===== src/rtl/core/bthc_pkg.sv =====
package bthc_pkg;

    localparam int BTN_W  = 5;
    localparam int KIND_W = 2;
    localparam int CMD_W  = 2;
    localparam int TIME_W = 32;
    localparam int THR_W  = 16;

    localparam logic [THR_W-1:0] THR_RESET = 16'd500;

    // Command codes carried in the input tuser.
    localparam logic [CMD_W-1:0] CMD_TICK    = 2'd0;
    localparam logic [CMD_W-1:0] CMD_PRESS   = 2'd1;
    localparam logic [CMD_W-1:0] CMD_RELEASE = 2'd2;

    // Event codes carried in the output tuser.
    localparam logic [KIND_W-1:0] KIND_SINGLE   = 2'd0;
    localparam logic [KIND_W-1:0] KIND_HELD     = 2'd1;
    localparam logic [KIND_W-1:0] KIND_RELEASED = 2'd2;

    // Register index of the hold threshold on the configuration port.
    localparam logic REG_HOLD_THR = 1'b0;

    typedef struct packed {
        logic [BTN_W-1:0]  id;
        logic [KIND_W-1:0] kind;
        logic              last;
    } t_evt;

endpackage


===== src/rtl/core/button_tap_hold_classifier.sv =====
// Tap/hold classifier for a set of buttons.
// Input items arrive on the s_axis channel: tuser carries the command (tick,
// press, release) and tdata the button index. Each tick advances a 32-bit
// time counter and scans every button slot; a press stamps the slot with the
// current time; a release reports a single press or a release after hold.
// Results leave on the m_axis channel: tdata carries the button, tuser the
// event kind, and tlast marks the final result caused by one input item.
// A tick walks every slot in a pipelined scan: one stamp-memory read and one
// subtract-and-compare per slot. A press stamps its slot as it is accepted;
// a release reads the stamp memory, then compares in the release state and
// writes its result to the output register. s_axis_tready is high only between items.
// Held events are kept one deep while scanning, so tlast is known when the
// last one leaves. If the receiver stalls, the result waits in the output
// register and the scan pauses on the next hit until that register frees up.
// Synchronous reset clears time, all slots and the output, and sets the hold
// threshold to 500 ticks. The threshold is written over the APB port at
// byte address 0 and should be changed only while the block is idle.
module button_tap_hold_classifier
    import bthc_pkg::*;
#(
    parameter int NUM_BUTTONS = 32
) (
    input  logic        i_clk,
    input  logic        i_rst_n,

    input  logic        s_axis_tvalid,
    output logic        s_axis_tready,
    input  logic [7:0]  s_axis_tdata,   // [4:0] button, [7:5] zero
    input  logic [1:0]  s_axis_tuser,   // [1:0] command

    output logic        m_axis_tvalid,
    input  logic        m_axis_tready,
    output logic [7:0]  m_axis_tdata,   // [4:0] button_id, [7:5] zero
    output logic [1:0]  m_axis_tuser,   // [1:0] event_kind
    output logic        m_axis_tlast,

    input  logic        psel,
    input  logic        penable,
    input  logic        pwrite,
    input  logic [2:0]  paddr,
    input  logic [31:0] pwdata,
    output logic [31:0] prdata,
    output logic        pready
);

    // The button field reaches 32 slots at most.
    localparam int SLOT_COUNT = (NUM_BUTTONS < 32) ? NUM_BUTTONS : 32;

    logic [THR_W-1:0] r_hold_thr;
    logic             cfg_write;
    t_evt             evt;

    // The APB port never waits; the register index is the word address.
    assign pready    = 1'b1;
    assign cfg_write = psel && penable && pwrite && pready;

    always_ff @(posedge i_clk) begin
        if (!i_rst_n) begin
            r_hold_thr <= THR_RESET;
        end else if (cfg_write && paddr[2] == REG_HOLD_THR) begin
            r_hold_thr <= pwdata[THR_W-1:0];
        end
    end

    assign prdata = (paddr[2] == REG_HOLD_THR) ? {{(32-THR_W){1'b0}}, r_hold_thr} : '0;

    // The sequencer owns the time counter, the slot state and the output register.
    bthc_seq #(
        .SLOT_COUNT (SLOT_COUNT)
    ) u_seq (
        .i_clk       (i_clk),
        .i_rst_n     (i_rst_n),
        .i_thr       (r_hold_thr),
        .i_in_valid  (s_axis_tvalid),
        .o_in_ready  (s_axis_tready),
        .i_cmd       (s_axis_tuser),
        .i_btn       (s_axis_tdata[BTN_W-1:0]),
        .o_out_valid (m_axis_tvalid),
        .i_out_ready (m_axis_tready),
        .o_evt       (evt)
    );

    assign m_axis_tdata = {{(8-BTN_W){1'b0}}, evt.id};
    assign m_axis_tuser = evt.kind;
    assign m_axis_tlast = evt.last;

endmodule


===== src/rtl/core/bthc_ram.sv =====
module bthc_ram #(
    parameter int WIDTH = 32,
    parameter int DEPTH = 32
) (
    input  logic                                 i_clk,
    input  logic                                 i_we,
    input  logic [(DEPTH > 1 ? $clog2(DEPTH) : 1)-1:0] i_waddr,
    input  logic [WIDTH-1:0]                     i_wdata,
    input  logic                                 i_re,
    input  logic [(DEPTH > 1 ? $clog2(DEPTH) : 1)-1:0] i_raddr,
    output logic [WIDTH-1:0]                     o_rdata
);

    logic [WIDTH-1:0] r_mem [DEPTH];
    logic [WIDTH-1:0] r_rdata;

    always_ff @(posedge i_clk) begin
        if (i_we) begin
            r_mem[i_waddr] <= i_wdata;
        end
        if (i_re) begin
            r_rdata <= r_mem[i_raddr];
        end
    end

    assign o_rdata = r_rdata;

endmodule


===== src/rtl/core/bthc_dur_unit.sv =====
module bthc_dur_unit
    import bthc_pkg::*;
(
    input  logic [TIME_W-1:0] i_time,
    input  logic [TIME_W-1:0] i_stamp,
    input  logic [THR_W-1:0]  i_thr,
    output logic              o_reached
);

    logic [TIME_W-1:0] dur;

    // Elapsed time wraps modulo the counter width.
    assign dur       = i_time - i_stamp;
    assign o_reached = dur >= {{(TIME_W-THR_W){1'b0}}, i_thr};

endmodule


===== src/rtl/core/bthc_seq.sv =====
module bthc_seq
    import bthc_pkg::*;
#(
    parameter int SLOT_COUNT = 32
) (
    input  logic              i_clk,
    input  logic              i_rst_n,
    input  logic [THR_W-1:0]  i_thr,
    input  logic              i_in_valid,
    output logic              o_in_ready,
    input  logic [CMD_W-1:0]  i_cmd,
    input  logic [BTN_W-1:0]  i_btn,
    output logic              o_out_valid,
    input  logic              i_out_ready,
    output t_evt              o_evt
);

    localparam int IW = (SLOT_COUNT > 1) ? $clog2(SLOT_COUNT) : 1;
    localparam int CW = $clog2(SLOT_COUNT + 1);

    typedef enum logic [1:0] {
        S_IDLE,
        S_SCAN,
        S_FLUSH,
        S_REL
    } t_state;

    t_state            r_state, n_state;
    logic [TIME_W-1:0] r_time, n_time;
    logic [SLOT_COUNT-1:0] r_down, n_down;
    logic [SLOT_COUNT-1:0] r_held, n_held;
    logic              r_out_vld, n_out_vld;
    t_evt              r_out, n_out;
    logic              r_pend_vld, n_pend_vld;
    logic [IW-1:0]     r_pend_idx, n_pend_idx;
    logic              r_ev_vld, n_ev_vld;
    logic [IW-1:0]     r_ev_idx, n_ev_idx;
    logic [CW-1:0]     r_idx, n_idx;

    logic              ram_we;
    logic              ram_re;
    logic [IW-1:0]     ram_raddr;
    logic [TIME_W-1:0] ram_rdata;
    logic [TIME_W-1:0] stamp;
    logic              reached;
    logic              in_accept;
    logic              in_range;
    logic [IW-1:0]     in_slot;
    logic              out_free;
    logic              hit;
    logic              stall;
    logic              scan_done;

    bthc_ram #(
        .WIDTH (TIME_W),
        .DEPTH (SLOT_COUNT)
    ) u_stamp_ram (
        .i_clk   (i_clk),
        .i_we    (ram_we),
        .i_waddr (in_slot),
        .i_wdata (r_time),
        .i_re    (ram_re),
        .i_raddr (ram_raddr),
        .o_rdata (ram_rdata)
    );

    // A slot that is up always reads as stamp zero.
    assign stamp = r_down[r_ev_idx] ? ram_rdata : '0;

    bthc_dur_unit u_dur (
        .i_time    (r_time),
        .i_stamp   (stamp),
        .i_thr     (i_thr),
        .o_reached (reached)
    );

    assign o_in_ready = (r_state == S_IDLE);
    assign in_accept  = i_in_valid && o_in_ready;
    assign in_range   = {1'b0, i_btn} < (BTN_W + 1)'(SLOT_COUNT);
    assign in_slot    = i_btn[IW-1:0];
    assign out_free   = !r_out_vld || i_out_ready;
    assign hit        = r_ev_vld && r_down[r_ev_idx] && !r_held[r_ev_idx] && reached;
    assign stall      = hit && r_pend_vld && !out_free;
    assign scan_done  = !r_ev_vld && (r_idx == CW'(SLOT_COUNT));

    always_comb begin
        n_state    = r_state;
        n_time     = r_time;
        n_down     = r_down;
        n_held     = r_held;
        n_out_vld  = r_out_vld;
        n_out      = r_out;
        n_pend_vld = r_pend_vld;
        n_pend_idx = r_pend_idx;
        n_ev_vld   = r_ev_vld;
        n_ev_idx   = r_ev_idx;
        n_idx      = r_idx;
        ram_we     = 1'b0;
        ram_re     = 1'b0;
        ram_raddr  = in_slot;

        if (r_out_vld && i_out_ready) begin
            n_out_vld = 1'b0;
        end

        unique case (r_state)
            S_IDLE: begin
                if (in_accept) begin
                    case (i_cmd)
                        CMD_TICK: begin
                            n_time   = r_time + 1'b1;
                            n_idx    = '0;
                            n_ev_vld = 1'b0;
                            n_state  = S_SCAN;
                        end
                        CMD_PRESS: begin
                            if (in_range) begin
                                ram_we          = 1'b1;
                                n_down[in_slot] = 1'b1;
                                n_held[in_slot] = 1'b0;
                            end
                        end
                        CMD_RELEASE: begin
                            if (in_range) begin
                                ram_re   = 1'b1;
                                n_ev_idx = in_slot;
                                n_state  = S_REL;
                            end
                        end
                        default: begin
                        end
                    endcase
                end
            end
            S_SCAN: begin
                if (!stall) begin
                    if (hit) begin
                        n_held[r_ev_idx] = 1'b1;
                        if (r_pend_vld) begin
                            n_out_vld = 1'b1;
                            n_out.id   = BTN_W'(r_pend_idx);
                            n_out.kind = KIND_HELD;
                            n_out.last = 1'b0;
                        end
                        n_pend_vld = 1'b1;
                        n_pend_idx = r_ev_idx;
                    end
                    if (r_idx < CW'(SLOT_COUNT)) begin
                        ram_re    = 1'b1;
                        ram_raddr = r_idx[IW-1:0];
                        n_ev_vld  = 1'b1;
                        n_ev_idx  = r_idx[IW-1:0];
                        n_idx     = r_idx + 1'b1;
                    end else begin
                        n_ev_vld = 1'b0;
                    end
                    if (scan_done) begin
                        n_state = S_FLUSH;
                    end
                end
            end
            S_FLUSH: begin
                if (!r_pend_vld) begin
                    n_state = S_IDLE;
                end else if (out_free) begin
                    n_out_vld  = 1'b1;
                    n_out.id   = BTN_W'(r_pend_idx);
                    n_out.kind = KIND_HELD;
                    n_out.last = 1'b1;
                    n_pend_vld = 1'b0;
                    n_state    = S_IDLE;
                end
            end
            S_REL: begin
                if (out_free) begin
                    n_out_vld        = 1'b1;
                    n_out.id         = BTN_W'(r_ev_idx);
                    n_out.kind       = reached ? KIND_RELEASED : KIND_SINGLE;
                    n_out.last       = 1'b1;
                    n_down[r_ev_idx] = 1'b0;
                    n_held[r_ev_idx] = 1'b0;
                    n_state          = S_IDLE;
                end
            end
        endcase
    end

    always_ff @(posedge i_clk) begin
        if (!i_rst_n) begin
            r_state    <= S_IDLE;
            r_time     <= '0;
            r_down     <= '0;
            r_held     <= '0;
            r_out_vld  <= 1'b0;
            r_pend_vld <= 1'b0;
            r_ev_vld   <= 1'b0;
            r_idx      <= '0;
        end else begin
            r_state    <= n_state;
            r_time     <= n_time;
            r_down     <= n_down;
            r_held     <= n_held;
            r_out_vld  <= n_out_vld;
            r_pend_vld <= n_pend_vld;
            r_ev_vld   <= n_ev_vld;
            r_idx      <= n_idx;
        end
        r_out      <= n_out;
        r_pend_idx <= n_pend_idx;
        r_ev_idx   <= n_ev_idx;
    end

    assign o_out_valid = r_out_vld;
    assign o_evt       = r_out;

    // A held mark only ever exists on a button that is down.
    a_held_implies_down: assert property (@(posedge i_clk) disable iff (!i_rst_n)
        (r_held & ~r_down) == '0)
        else $error("held mark set on a button that is up");

    // Nothing of a scan may linger once the sequencer is idle.
    a_idle_clean: assert property (@(posedge i_clk) disable iff (!i_rst_n)
        (r_state == S_IDLE) |-> (!r_pend_vld && !r_ev_vld))
        else $error("scan state left behind in idle");

    // An accepted tick advances time by exactly one.
    a_tick_advances: assert property (@(posedge i_clk) disable iff (!i_rst_n)
        (in_accept && i_cmd == CMD_TICK) |=> (r_time == $past(r_time) + 1'b1))
        else $error("tick did not advance time");

    // A result that is not the last of its run comes only from a tick scan.
    a_mid_run_in_scan: assert property (@(posedge i_clk) disable iff (!i_rst_n)
        (r_out_vld && !r_out.last) |-> (r_state == S_SCAN || r_state == S_FLUSH))
        else $error("unterminated run outside a scan");

endmodule

===== config.mk =====
export PLATFORM = sky130hd
export DESIGN_NAME = button_tap_hold_classifier
export DESIGN_NICKNAME = d
export VERILOG_FILES = /design/src/rtl/core/bthc_pkg.sv /design/src/rtl/core/button_tap_hold_classifier.sv /design/src/rtl/core/bthc_ram.sv /design/src/rtl/core/bthc_dur_unit.sv /design/src/rtl/core/bthc_seq.sv
export SDC_FILE = /design/constraint.sdc
export NUM_CORES = 2
export LEC_CHECK = 0
export CORE_MARGIN = 3
export CORE_UTILIZATION = 50
export CTS_CLUSTER_SIZE = 25
export DETAILED_ROUTE_END_ITERATION = 6
export DONT_BUFFER_PORTS = 1
export SYNTH_ARGS = -nofsm -noshare
export SYNTH_HDL_FRONTEND = slang
export SYNTH_HIERARCHICAL = 1
export SYNTH_SLANG_ARGS = --single-unit

===== constraint.sdc =====
create_clock -name i_clk -period 10 [get_ports i_clk]
set_input_delay 1.5 -clock i_clk [delete_from_list [all_inputs] [get_ports i_clk]]
set_output_delay 1.5 -clock i_clk [all_outputs]
set_load 0.03 [all_outputs]

==> metrics.md <==
| Metric | Value |
|---|---|
| Largest net degree at the start of global routing | 66 |
| FF-to-FF End | u_seq/u_stamp_ram/o_rdata[7] |
| Max transition margin | 0.04151 |
| EDFF count, synth | 1074 |
| Post-Syn Area per Cell | 14.57 µm² |
| Tcrit/Tclk final | 0.9587 |
| Total power | 10.64 mW |
| CP endpoint kind | register |
| Worst skew pair latency | 0.73 ns |
| Fin Clk Skew | 0.03869 ns |
| Min-delay worst type | register to register |
| Clock sink total | 1197 |
| Max-slew violation count | 0 |
| DRT Pass-1 Iters | 7 |
| Slew of the pin with the lowest slew margin | 1.427 ns |
| Final ANT Viol Nets | 0 |
| Yosys reg bits | 1197 |
| Setup CP Type | register to register |
| Multi-input logic area | 0.01532 mm² |
| Ys async rst share | 0 |
| Worst Reg-to-Reg Cells | 34 |
| Crit-path max cell delay | 0.59 ns |
| Data arrival, critical path | 10.00 ns |
| Hold buffers post-CTS | 0 |
| Fmax | 104.3 MHz |
| Remaining DRCs | 4 |
| Finish-stage setup viols | 0 |
| Placed instance count | 4821 |
| Post-Route WL | 136900 µm |
| Crit path time final | 9.587 ns |
| Share of cells above drive strength 1 | 0.1250 |
| Status | finished, violations left |
| Area Overhead vs Synth | 11.86% |
| Crit Reg-Reg Startpoint | u_seq/r_ev_idx[4] |
| Worst Path Required | 10.41 ns |
| Global-route wire length before repair | 199400 µm |
| Final Core Density | 0.5682 |
| Layout Cells excl Fill | 5062 |
| Filler cell count in the final layout | 7957 |
| H-tree levels | 3 |
| Setup crit end | u_seq/u_stamp_ram/o_rdata[7] |
| Library cells used by synthesis | 105 |
| Die Span Y | 326.1 µm |
| CTS Buffer Depth | 3 |
| Max-Cap Viols | 0 |
| Violated checks | design-rule violations |
| Final Hold Vio Count | 0 |
| Register area | 0.03471 mm² |
| IO Pins | 98 |
| CTS tree | yes |
| Die Area | 0.1064 mm² |
| Critical path launch point | u_seq/r_ev_idx[4] |
| CTS clk-pin slew, worst paths | 0.06 ns |
| Initial DRC count | 3385 |
| CP Max Fanout | 39 |
| Hold depth | 2 |
| CTS Buf Count | 119 |
| Cells after Synth | 3517 |
| Initial Util | 0.5079 |
| Total number of yosys warnings | 6 |
| Vias per cell | 6.125 |
| Reg2reg setup slack | 0.41 ns |
| Root Buffer | clkbuf_16 |
| Crit start category | register |
| RD Place Congestion | 0.8695 |
| Cell Rows | 116 |
| Sequential share of the synthesized area | 0.6775 |
| Placeable Area | 0.1009 mm² |
| Total track usage | 0.2515 |
| Peak VDD IR | 0.1520 mV |
| Vias in the first global route | 30260 |
| Horiz. Die Dim | 326.1 µm |
| Pwr dens | 185.6 mW/mm² |
| Initial antenna violation count | 4 |
| Final HPWL DP | 78320 µm |
| Vias | 31010 |
| WHS | 0.4625 ns |
| Post-Synthesis Cell Area | 0.05124 mm² |
| Static leakage | 22.05 nW |
| WL per Instance | 27.05 µm |
| Grt ovf | 0 |
| IO Port Bufs | 0 |
| Layout Nets | 3709 |
| Commonest register cell after synthesis | edfxtp_1 |
| Crit path max-delay cell type | or3_1 |
-- synth_stat cells (7+ instances only) --
library cell | instances | area (µm²)
a21o_1 | 10 | 75.07
a21oi_1 | 178 | 890.9
a22o_1 | 68 | 595.6
a22oi_1 | 133 | 998.5
a31oi_1 | 50 | 312.8
and2_1 | 48 | 300.3
and3_1 | 14 | 87.58
buf_1 | 11 | 41.29
buf_2 | 38 | 190.2
buf_4 | 60 | 450.4
buf_6 | 26 | 292.8
clkbuf_1 | 85 | 319.1
dfxtp_1 | 123 | 2462
edfxtp_1 | 1074 | 32250
ha_1 | 55 | 688.2
inv_1 | 72 | 270.3
mux2_1 | 8 | 90.09
mux2_2 | 8 | 90.09
mux2i_1 | 540 | 5405
mux4_2 | 9 | 202.7
nand2_1 | 216 | 810.8
nand2b_1 | 13 | 81.33
nand3_1 | 124 | 620.6
nand3b_1 | 11 | 82.58
nand4_1 | 21 | 131.4
nor2_1 | 111 | 416.7
nor2b_1 | 27 | 168.9
nor3_1 | 52 | 260.3
nor3b_1 | 9 | 67.56
o211ai_1 | 22 | 165.2
o21ai_0 | 75 | 375.4
o31ai_1 | 11 | 82.58
o31ai_2 | 8 | 100.1
or3_1 | 8 | 50.05
or4_1 | 7 | 52.55
xnor2_1 | 25 | 219.0
xor2_1 | 23 | 201.4
-- cell type report --
cell class | instances | area share
antenna | 1 | 0.00004366
clock buffer | 148 | 0.05386
clock inverter | 76 | 0.01044
inverter | 73 | 0.004781
multi-input combinational | 2040 | 0.2673
sequential | 1197 | 0.6057
tap | 1357 | 0.02962
timing repair buffer | 170 | 0.02825
-- power by group --
group	internal, mW	switching, mW
Sequential	5.42	0.0302
Clock	2.35	1.88
Combinational	0.361	0.605
-- repair_timing --
item                                    in CTS  in global routing
endpoints found under the setup margin      22                 32
resized for setup                            0                  8
pin swaps                                    0                  1
cloned                                       0                  2
setup buffers                                4                 10
-- placed cells by master (no fill, tap or decap), types with 14 or more instances in the layout --
cell / count
mux2i_1: 540
buf_4: 143
o211ai_1: 22
clkbuf_16: 120
and2_1: 47
clkinv_2: 25
ha_1: 55
buf_12: 26
nor2_4: 33
and3_1: 14
clkbuf_1: 29
dfxtp_1: 123
nor2b_1: 25
nor2_1: 78
clkinv_1: 32
nor3_1: 52
nand4_1: 21
conb_1: 20
nand2_1: 215
a31oi_1: 48
edfxtp_1: 1074
a22o_1: 68
xor2_1: 23
o21ai_0: 75
a22oi_1: 132
xnor2_1: 25
inv_1: 71
a21oi_1: 178
nand3_1: 124
-- per-stage QoR --
step | cell area (µm²) | setup TNS, ns | setup WS (ns)
floorplan | 51300 | 0 | 1.690
global placement | 53430 | -0.03755 | -0.02183
detailed placement | 53430 | -0.5442 | -0.1248
CTS | 57150 | 0 | 0.06611
global route | 57310 | -0.004603 | -0.004603
finish | 57310 | 0 | 0.4129
-- how the worst min path moves through the flow --
stage | from | slack (ns) | to
finish | u_seq/r_held[11] | 0.46 | u_seq/r_held[11]
global route | u_seq/r_held[11] | 0.48 | u_seq/r_held[11]
CTS | u_seq/r_held[11] | 0.46 | u_seq/r_held[11]
detailed placement | u_seq/r_held[11] | 0.44 | u_seq/r_held[11]
global placement | u_seq/r_held[11] | 0.44 | u_seq/r_held[11]
floorplan | u_seq/r_held[11] | 0.42 | u_seq/r_held[11]
-- critical path, delay by kind of cell (launching register included) --
| kind | cells | cell delay (ns) |
|---|---|---|
| and+or+nand+nor | 14 | 3.68 |
| AOI/OAI and AO/OA | 12 | 3.15 |
| buffers and inverters | 4 | 0.85 |
| DFF | 1 | 0.51 |
| adders and majority gates | 2 | 0.49 |
| muxes | 1 | 0.46 |
| xor gates and xnor gates | 1 | 0.10 |
-- kinds of logic (layout without fill, tap and decap cells) --
group	Yosys count	after routing	synth area share
XOR/XNOR	48	48	0.008205
buffers and inverters	299	467	0.03214
flip-flops	1197	1197	0.6775
adder cells (fa/ha/maj)	56	56	0.01382
other	2	21	0.0001466
AND/OR/NAND/NOR	718	718	0.07089
AO/OA/AOI/OAI	632	632	0.08432
multiplexers	565	566	0.1130
-- sequential cells by signal (all words and copies together), names as in the netlist --
| name | count |
|---|---|
| u_seq/u_stamp_ram/r_mem | 1024 |
| u_seq/r_down | 32 |
| u_seq/r_held | 32 |
| u_seq/r_time | 32 |
| u_seq/u_stamp_ram/o_rdata | 32 |
| r_hold_thr | 16 |
| u_seq/o_evt | 8 |
| u_seq/r_idx | 6 |
| u_seq/r_ev_idx | 5 |
| u_seq/r_pend_idx | 5 |
| u_seq/r_state | 2 |
| u_seq/o_out_valid | 1 |
| u_seq/r_ev_vld | 1 |
| u_seq/r_pend_vld | 1 |
-- metal layers --
metal,share of wire,GRT usage,vias to the layer above,wire length (µm)
met5,0,0,-,0
met4,0.024,0.06412,0,3260
met3,0.072,0.03937,204,9905
met2,0.47,0.3980,1239,64240
met1,0.43,0.3655,15900,59530
li1,-,-,13660,-
No activity file was read; power rests on OpenSTA's default activity.
